[config.mk]
export PLATFORM = sky130hd
export DESIGN_NAME = stereo_fade_envelope
export DESIGN_NICKNAME = d
export VERILOG_FILES = /design/src/hdl/sfe_pkg.sv /design/src/hdl/stereo_fade_envelope.sv
export VERILOG_INCLUDE_DIRS = /design/src /design/src/hdl
export SDC_FILE = /design/constraint.sdc
export NUM_CORES = 2
export LEC_CHECK = 0
export ABC_AREA = 1
export BUFFER_PORTS_ARGS = -buffer_cell sky130_fd_sc_hd__buf_2
export CORE_UTILIZATION = 65
export CTS_BUF_LIST = sky130_fd_sc_hd__clkbuf_4
export CTS_CLUSTER_SIZE = 30
export DETAILED_ROUTE_END_ITERATION = 8
export GPL_TIMING_DRIVEN = 0
export PLACE_DENSITY = 0.83
export SKIP_LAST_GASP = 1
export SLEW_MARGIN = 0
export SYNTH_ARGS = -nofsm -noshare
export SYNTH_HDL_FRONTEND = slang
export SYNTH_SLANG_ARGS = --single-unit
[constraint.sdc]
create_clock -name clk -period 12.12 [get_ports clk]
set_input_delay 3.636 -clock clk [delete_from_list [all_inputs] [get_ports clk]]
set_output_delay 3.636 -clock clk [all_outputs]
set_load 0.005 [all_outputs]
[src/hdl/stereo_fade_envelope_assert.svh]
// assertion macros shared by the fade envelope rtl
`ifndef STEREO_FADE_ENVELOPE_ASSERT_SVH
`define STEREO_FADE_ENVELOPE_ASSERT_SVH

// same-cycle implication, sampled on clk, off during rst
`define SFE_ASSERT_NOW(label, ante, cons, msg) \
  label: assert property (@(posedge clk) disable iff (rst) (ante) |-> (cons)) \
    else $error(msg);

// next-cycle implication, sampled on clk, off during rst
`define SFE_ASSERT_NEXT(label, ante, cons, msg) \
  label: assert property (@(posedge clk) disable iff (rst) (ante) |=> (cons)) \
    else $error(msg);

`endif

[src/hdl/sfe_pkg.sv]
// package with constants, register codes and sequencer types of the fade envelope
`timescale 1ns / 1ps

package sfe_pkg;

  localparam int COUNT_BITS_DEF     = 24;
  localparam int SAMPLE_BITS_DEF    = 16;
  localparam int GAIN_FRAC_BITS_DEF = 16;

  localparam int CFG_INDEX_BITS = 2;

  localparam logic [CFG_INDEX_BITS-1:0] REG_FADE_IN_LEN  = 2'd0;
  localparam logic [CFG_INDEX_BITS-1:0] REG_FADE_OUT_LEN = 2'd1;
  localparam logic [CFG_INDEX_BITS-1:0] REG_TOTAL_FRAMES = 2'd2;

  typedef enum logic [3:0] {
    ST_IDLE,
    ST_SETUP,
    ST_CHECK,
    ST_DIV_IN,
    ST_DIV_OUT,
    ST_MUL_G,
    ST_RND_G,
    ST_MUL_L,
    ST_MUL_R,
    ST_OUT
  } sfe_state_t;

  typedef enum logic [1:0] {
    MUL_GAINS,
    MUL_LEFT,
    MUL_RIGHT
  } sfe_mul_sel_t;

endpackage

[src/hdl/stereo_fade_envelope.sv]
// One frame is processed at a time: a new frame is accepted only once the previous result
// has been loaded into the output registers. The sequencer uses one restoring divider,
// one quotient bit per cycle, run once per active fade, and one shared multiplier used
// for the gain product and both channels.
// Reset (synchronous, active high) clears the fade registers, the frame position, the
// sequencer and the result valid flag; a result request is held until taken.
`timescale 1ns / 1ps

`include "stereo_fade_envelope_assert.svh"

module stereo_fade_envelope #(
  parameter int COUNT_BITS     = sfe_pkg::COUNT_BITS_DEF,
  parameter int SAMPLE_BITS    = sfe_pkg::SAMPLE_BITS_DEF,
  parameter int GAIN_FRAC_BITS = sfe_pkg::GAIN_FRAC_BITS_DEF
) (
  input  logic                                  clk,
  input  logic                                  rst,
  input  logic                                  cfg_write,
  input  logic [sfe_pkg::CFG_INDEX_BITS-1:0]    cfg_index,
  input  logic [COUNT_BITS-1:0]                 cfg_data,
  input  logic                                  in_valid,
  output logic                                  in_ready,
  input  logic signed [SAMPLE_BITS-1:0]         left_in,
  input  logic signed [SAMPLE_BITS-1:0]         right_in,
  output logic                                  out_valid,
  input  logic                                  out_ready,
  output logic signed [SAMPLE_BITS-1:0]         left_out,
  output logic signed [SAMPLE_BITS-1:0]         right_out,
  output logic                                  end_of_clip
);

  import sfe_pkg::*;

  localparam int F    = GAIN_FRAC_BITS;
  localparam int CB   = COUNT_BITS;
  localparam int SB   = SAMPLE_BITS;
  localparam int AW   = ((SB > F + 1) ? SB : F + 1) + 1;
  localparam int PW   = AW + F + 2;
  localparam int CW   = $clog2(F);
  localparam logic [CW-1:0] DIV_LAST = CW'(F - 1);
  localparam logic [F:0] UNITY = {1'b1, {F{1'b0}}};
  localparam logic signed [PW-1:0] HALF_P = {{(PW - F){1'b0}}, 1'b1, {(F - 1){1'b0}}};

  sfe_state_t   state, state_next;
  sfe_mul_sel_t mul_sel;

  logic [CB-1:0] fade_in_len, fade_out_len, total_frames;
  logic [CB-1:0] frame_position;

  logic signed [SB-1:0] left_reg, right_reg, left_res;
  logic [CB-1:0] p, d, in_len, out_len;
  logic          zero_total, out_act_q, eoc_q;
  logic [CB-1:0] rem;
  logic [F-1:0]  quo;
  logic [CW-1:0] cnt;
  logic [F:0]    gin, gout, g;
  logic signed [PW-1:0] prod;

  logic          div_run, div_last, load_out;
  logic          in_act, out_act, eoc_next, pos_past;
  logic [CB-1:0] div_len, rem_next;
  logic [CB:0]   shifted, diff;
  logic          ge;
  logic [F-1:0]  quo_next;
  logic signed [AW-1:0]  mul_a;
  logic signed [F+1:0]   mul_b;
  logic signed [PW-1:0]  mul_res, rounded;

  // configuration registers
  always_ff @(posedge clk) begin
    if (rst) begin
      fade_in_len  <= '0;
      fade_out_len <= '0;
      total_frames <= '0;
    end else if (cfg_write) begin
      unique case (cfg_index)
        REG_FADE_IN_LEN:  fade_in_len  <= cfg_data;
        REG_FADE_OUT_LEN: fade_out_len <= cfg_data;
        REG_TOTAL_FRAMES: total_frames <= cfg_data;
        default: ;
      endcase
    end
  end

  // sequencer
  always_ff @(posedge clk) begin
    if (rst) begin
      state <= ST_IDLE;
    end else begin
      state <= state_next;
    end
  end

  always_comb begin
    state_next = state;
    unique case (state)
      ST_IDLE:    if (in_valid) state_next = ST_SETUP;
      ST_SETUP:   state_next = ST_CHECK;
      ST_CHECK: begin
        if (in_act) state_next = ST_DIV_IN;
        else if (out_act) state_next = ST_DIV_OUT;
        else state_next = ST_MUL_G;
      end
      ST_DIV_IN: begin
        if (div_last) state_next = out_act_q ? ST_DIV_OUT : ST_MUL_G;
      end
      ST_DIV_OUT: if (div_last) state_next = ST_MUL_G;
      ST_MUL_G:   state_next = ST_RND_G;
      ST_RND_G:   state_next = ST_MUL_L;
      ST_MUL_L:   state_next = ST_MUL_R;
      ST_MUL_R:   state_next = ST_OUT;
      ST_OUT:     if (load_out) state_next = ST_IDLE;
      default:    state_next = ST_IDLE;
    endcase
  end

  always_comb begin
    in_ready = 1'b0;
    div_run  = 1'b0;
    load_out = 1'b0;
    mul_sel  = MUL_GAINS;
    unique case (state)
      ST_IDLE:    in_ready = 1'b1;
      ST_DIV_IN:  div_run  = 1'b1;
      ST_DIV_OUT: div_run  = 1'b1;
      ST_MUL_L:   mul_sel  = MUL_LEFT;
      ST_MUL_R:   mul_sel  = MUL_RIGHT;
      ST_OUT:     load_out = !out_valid || out_ready;
      default: ;
    endcase
    div_last = div_run && (cnt == DIV_LAST);
  end

  // position and span decisions
  always_comb begin
    pos_past = frame_position >= total_frames;
    in_act   = p < in_len;
    out_act  = d < out_len;
    eoc_next = !zero_total && (d == '0);
  end

  // restoring divider, one quotient bit per cycle
  always_comb begin
    div_len  = (state == ST_DIV_IN) ? in_len : out_len;
    shifted  = {rem, 1'b0};
    diff     = shifted - {1'b0, div_len};
    ge       = shifted >= {1'b0, div_len};
    rem_next = ge ? diff[CB-1:0] : shifted[CB-1:0];
    quo_next = {quo[F-2:0], ge};
  end

  // shared multiplier and rounding
  always_comb begin
    unique case (mul_sel)
      MUL_GAINS: begin
        mul_a = $signed({{(AW - F - 1){1'b0}}, gin});
        mul_b = $signed({1'b0, gout});
      end
      MUL_LEFT: begin
        mul_a = $signed({{(AW - SB){left_reg[SB-1]}}, left_reg});
        mul_b = $signed({1'b0, g});
      end
      MUL_RIGHT: begin
        mul_a = $signed({{(AW - SB){right_reg[SB-1]}}, right_reg});
        mul_b = $signed({1'b0, g});
      end
      default: begin
        mul_a = '0;
        mul_b = '0;
      end
    endcase
    mul_res = PW'(mul_a) * PW'(mul_b);
    rounded = (prod + HALF_P) >>> F;
  end

  always_ff @(posedge clk) begin
    if (rst) begin
      frame_position <= '0;
    end else if (state == ST_CHECK) begin
      frame_position <= (zero_total || eoc_next) ? '0 : p + 1'b1;
    end
  end

  always_ff @(posedge clk) begin
    if (rst) begin
      out_valid <= 1'b0;
    end else if (load_out) begin
      out_valid <= 1'b1;
    end else if (out_ready) begin
      out_valid <= 1'b0;
    end
  end

  always_ff @(posedge clk) begin
    unique case (state)
      ST_IDLE: begin
        if (in_valid) begin
          left_reg  <= left_in;
          right_reg <= right_in;
        end
      end
      ST_SETUP: begin
        p          <= pos_past ? '0 : frame_position;
        d          <= pos_past ? total_frames - 1'b1 : total_frames - 1'b1 - frame_position;
        in_len     <= (fade_in_len < total_frames) ? fade_in_len : total_frames;
        out_len    <= (fade_out_len < total_frames) ? fade_out_len : total_frames;
        zero_total <= total_frames == '0;
      end
      ST_CHECK: begin
        out_act_q <= out_act;
        eoc_q     <= eoc_next;
        cnt       <= '0;
        rem       <= in_act ? p : d;
        if (!in_act) gin <= UNITY;
        if (!out_act) gout <= UNITY;
      end
      ST_DIV_IN, ST_DIV_OUT: begin
        quo <= quo_next;
        if (div_last) begin
          cnt <= '0;
          if (state == ST_DIV_IN) begin
            gin <= {1'b0, quo_next};
            rem <= d;
          end else begin
            gout <= {1'b0, quo_next};
            rem  <= rem_next;
          end
        end else begin
          rem <= rem_next;
          cnt <= cnt + 1'b1;
        end
      end
      ST_MUL_G: prod <= mul_res;
      ST_RND_G: g <= rounded[F:0];
      ST_MUL_L: prod <= mul_res;
      ST_MUL_R: begin
        left_res <= rounded[SB-1:0];
        prod     <= mul_res;
      end
      ST_OUT: begin
        if (load_out) begin
          left_out    <= left_res;
          right_out   <= rounded[SB-1:0];
          end_of_clip <= eoc_q;
        end
      end
      default: ;
    endcase
  end

  `SFE_ASSERT_NEXT(a_accept_starts, in_valid && in_ready, state == ST_SETUP && !in_ready, "request accepted but sequencer did not start")
  `SFE_ASSERT_NOW(a_rem_in, state == ST_DIV_IN, rem < in_len, "fade-in remainder not below divisor")
  `SFE_ASSERT_NOW(a_rem_out, state == ST_DIV_OUT, rem < out_len, "fade-out remainder not below divisor")
  `SFE_ASSERT_NOW(a_gain_unity, state == ST_MUL_G, gin <= UNITY && gout <= UNITY, "gain above unity")
  `SFE_ASSERT_NOW(a_eoc_wrap, load_out && eoc_q, frame_position == '0, "position did not wrap at end of clip")

endmodule

==> impl_metrics.yaml <==
run_status:
  status: "completed"
cts:
  htreeDepth: 3
  hold_buffers: 0
  post_cts_buffers: 0
  clockRootBuffer: "clkbuf_4"
  cts.path.max_buffers: 3
  cts_num_sinks: 393
  cts_resized: 0
  clock_latency_ps: 870
  cts_tree: "built"
  clk_pin_slew_ps: 80
  cts_buffers: 101
die:
  die_h_um: 228
  ios: 98
  die_area_um2: 52000
  core_area_um2: 50300
  fp-row-count: 82
  chipWidth_um: 228
  start_util_pct: 66.0
critical_path:
  timing_worst_setup_path_type: "flip-flop to flip-flop"
  r2r_start: "state[0]"
  crit_path_start_kind: "flip-flop"
  critPathLaunch: "state[0]"
  cp-end-kind: "flip-flop"
  crit_slowest_cell: "nor3_2"
  critPathMaxStageDelay_ps: 810
  path_common_cell: "inv_1"
  critPathMaxFanout: 10
  crit_arrival_ps: 10750
  required_ps: 12710
logic_synthesis:
  postSynthAreaPerCell_um2: 8.38
  synthCells: 3959
  yosys_warnings: 0
  syn-cell-area_um2: 33200
  synth-seq-cells: 393
  synth-main-ff-cell: "edfxtp_1"
  synth_nets: 4564
  synth_cell_types: 55
  async_flop_share_pct: 0
  synth_edf_count: 292
  yosysSeqAreaShare_pct: 32.5
timing:
  fmax_ghz: 0.0984
  worst_hold_slack_ps: 396
  drv_slew: 0
  min_period_ps: 10170
  finalSetupViolCount: 0
  timing_hold_violations_final: 0
  maxSlewHeadroom_pct: 23.7
  tns_ps: 0
  min_period_over_period_pct: 83.9
  worst_slew_pin_slew_ps: 1140
  skew_ps: 66.2
  setup_ws_ps: 1950
  rsz0062_at_grt: "no"
placement:
  placed_area_um2: 34700
  pre_cts_ws_ps: 2400
  dp_hpwl_mm: 79.8
  place.gp.congestion: 0.996
  port_buffers: 96
hold_path:
  hp-start: "left_res[5]"
  hp-class: "flip-flop to flip-flop"
drt:
  routed.top_layer: "met5"
  wirelength_mm: 97.5
  postRouteAntennaNets: 0
  firstDrtPassIters: 9
  met1_length_mm: 41.3
  post-route-drc-count: 0
  drt-initial-drc-count: 3307
  viasPerCell: 5.73
  dr_wl_met2_mm: 40.2
  met3_length_mm: 13.0
  wl_per_cell_um: 19.8
  vias: 28300
finish:
  stdcell_area_um2: 36000
  layout-drive-gt1-share_pct: 7.78
  nets: 4773
  area_growth_pct: 8.51
global_route:
  antenna_found_initial: 6
  grt_pass1_vias: 27500
  overflow: 0
  grt_pass1_wl_mm: 151
  grt_max_degree: 37
  grt_use_total_pct: 38.0
run:
  cap_viol_max_count: 0
## critical path, delay by kind of cell (launching register included)
| kind | cells | cell delay, ps |
|---|---|---|
| flip-flops | 1 | 380 |
| buffers and inverters | 9 | 1920 |
| adder cells (fa/ha/maj) | 8 | 3830 |
| AO/OA/AOI/OAI | 3 | 1510 |
| AND/OR/NAND/NOR | 10 | 2240 |
## synthesized netlist by cell type (25+ instances only)
cell type	instances	share of area [%]
a21oi_1	195	2.9
o21ai_0	211	3.2
edfxtp_1	292	26
nand3_1	180	2.7
nor3_1	34	0.51
xor2_1	78	2.1
xnor2_1	28	0.74
o211ai_1	25	0.57
fa_1	291	18
dfxtp_1	101	6.1
nor2_1	481	5.4
clkbuf_1	84	0.95
inv_1	730	8.3
ha_1	251	9.5
nand4_1	47	0.89
nand2_1	753	8.5
## metrics by stage
stage	utilization [%]	std cells
floorplan	-	3959
global placement	68.7	4727
detailed placement	69.0	4737
CTS	71.6	4926
global route	71.6	4927
finish	71.6	4928
## cell usage in the layout (no fill, tap or decap), drive strengths merged, types with 2 or more instances in the layout
cell / n
fa: 291
o21ai: 226
nand3b: 8
clkinv: 48
o31ai: 2
a31o: 2
o211ai: 25
o2111ai: 2
xor2: 78
and3: 2
ha: 251
inv: 743
nor2: 487
clkbuf: 230
buf: 128
diode: 2
a31oi: 5
o21bai: 14
a21boi: 3
nor3: 37
o22ai: 17
edfxtp: 292
nor4: 13
dfxtp: 101
xnor2: 28
o21a: 7
nand2: 756
a21oi: 197
nand3: 186
a22o: 2
a22oi: 2
bufinv: 2
or2: 5
nand4: 47
nor3b: 2
a21o: 8
## final cells by class
| type | count | area (um2) |
|---|---|---|
| antenna | 2 | 5.00 |
| timing repair buffer | 106 | 603 |
| sequential | 393 | 10800 |
| clock buffer | 145 | 1090 |
| fill | 4025 | 14300 |
| buffer | 107 | 448 |
| clock inverter | 44 | 256 |
| multi-input combinational | 2709 | 19200 |
| inverter | 750 | 2820 |
| tap | 672 | 841 |
## kinds of logic (layout without fill, tap and decap cells)
| kind of cell | after synthesis | count (layout) | share of synthesized area (%) |
|---|---|---|---|
| other | 0 | 2 | 0 |
| buffers and inverters | 857 | 1152 | 9.83 |
| XOR/XNOR | 106 | 106 | 2.80 |
| adder cells (fa/ha/maj) | 542 | 542 | 27.0 |
| AND/OR/NAND/NOR | 1545 | 1545 | 19.3 |
| AO/OA/AOI/OAI | 516 | 516 | 8.55 |
| flip-flops | 393 | 393 | 32.5 |
## path summary, 6_finish.rpt
kind | slack (ps) | end | depth (start not counted)
max | 1950 | prod[32] | 30
min | 400 | left_out[5] | 0
max reg2reg | 1950 | prod[32] | 30
min reg2reg | 400 | left_out[5] | 0
## per-layer routing
layer | GRT usage, % | up-vias
met1 | 55.8 | 13300
met2 | 54.0 | 1596
met5 | 0 | -
met4 | 13.3 | 2
met3 | 10.8 | 211
li1 | - | 13100
Power is left out: the tool's default activity adds up to more than one toggle a clock period on the data nets, which glitch-free logic cannot reach.
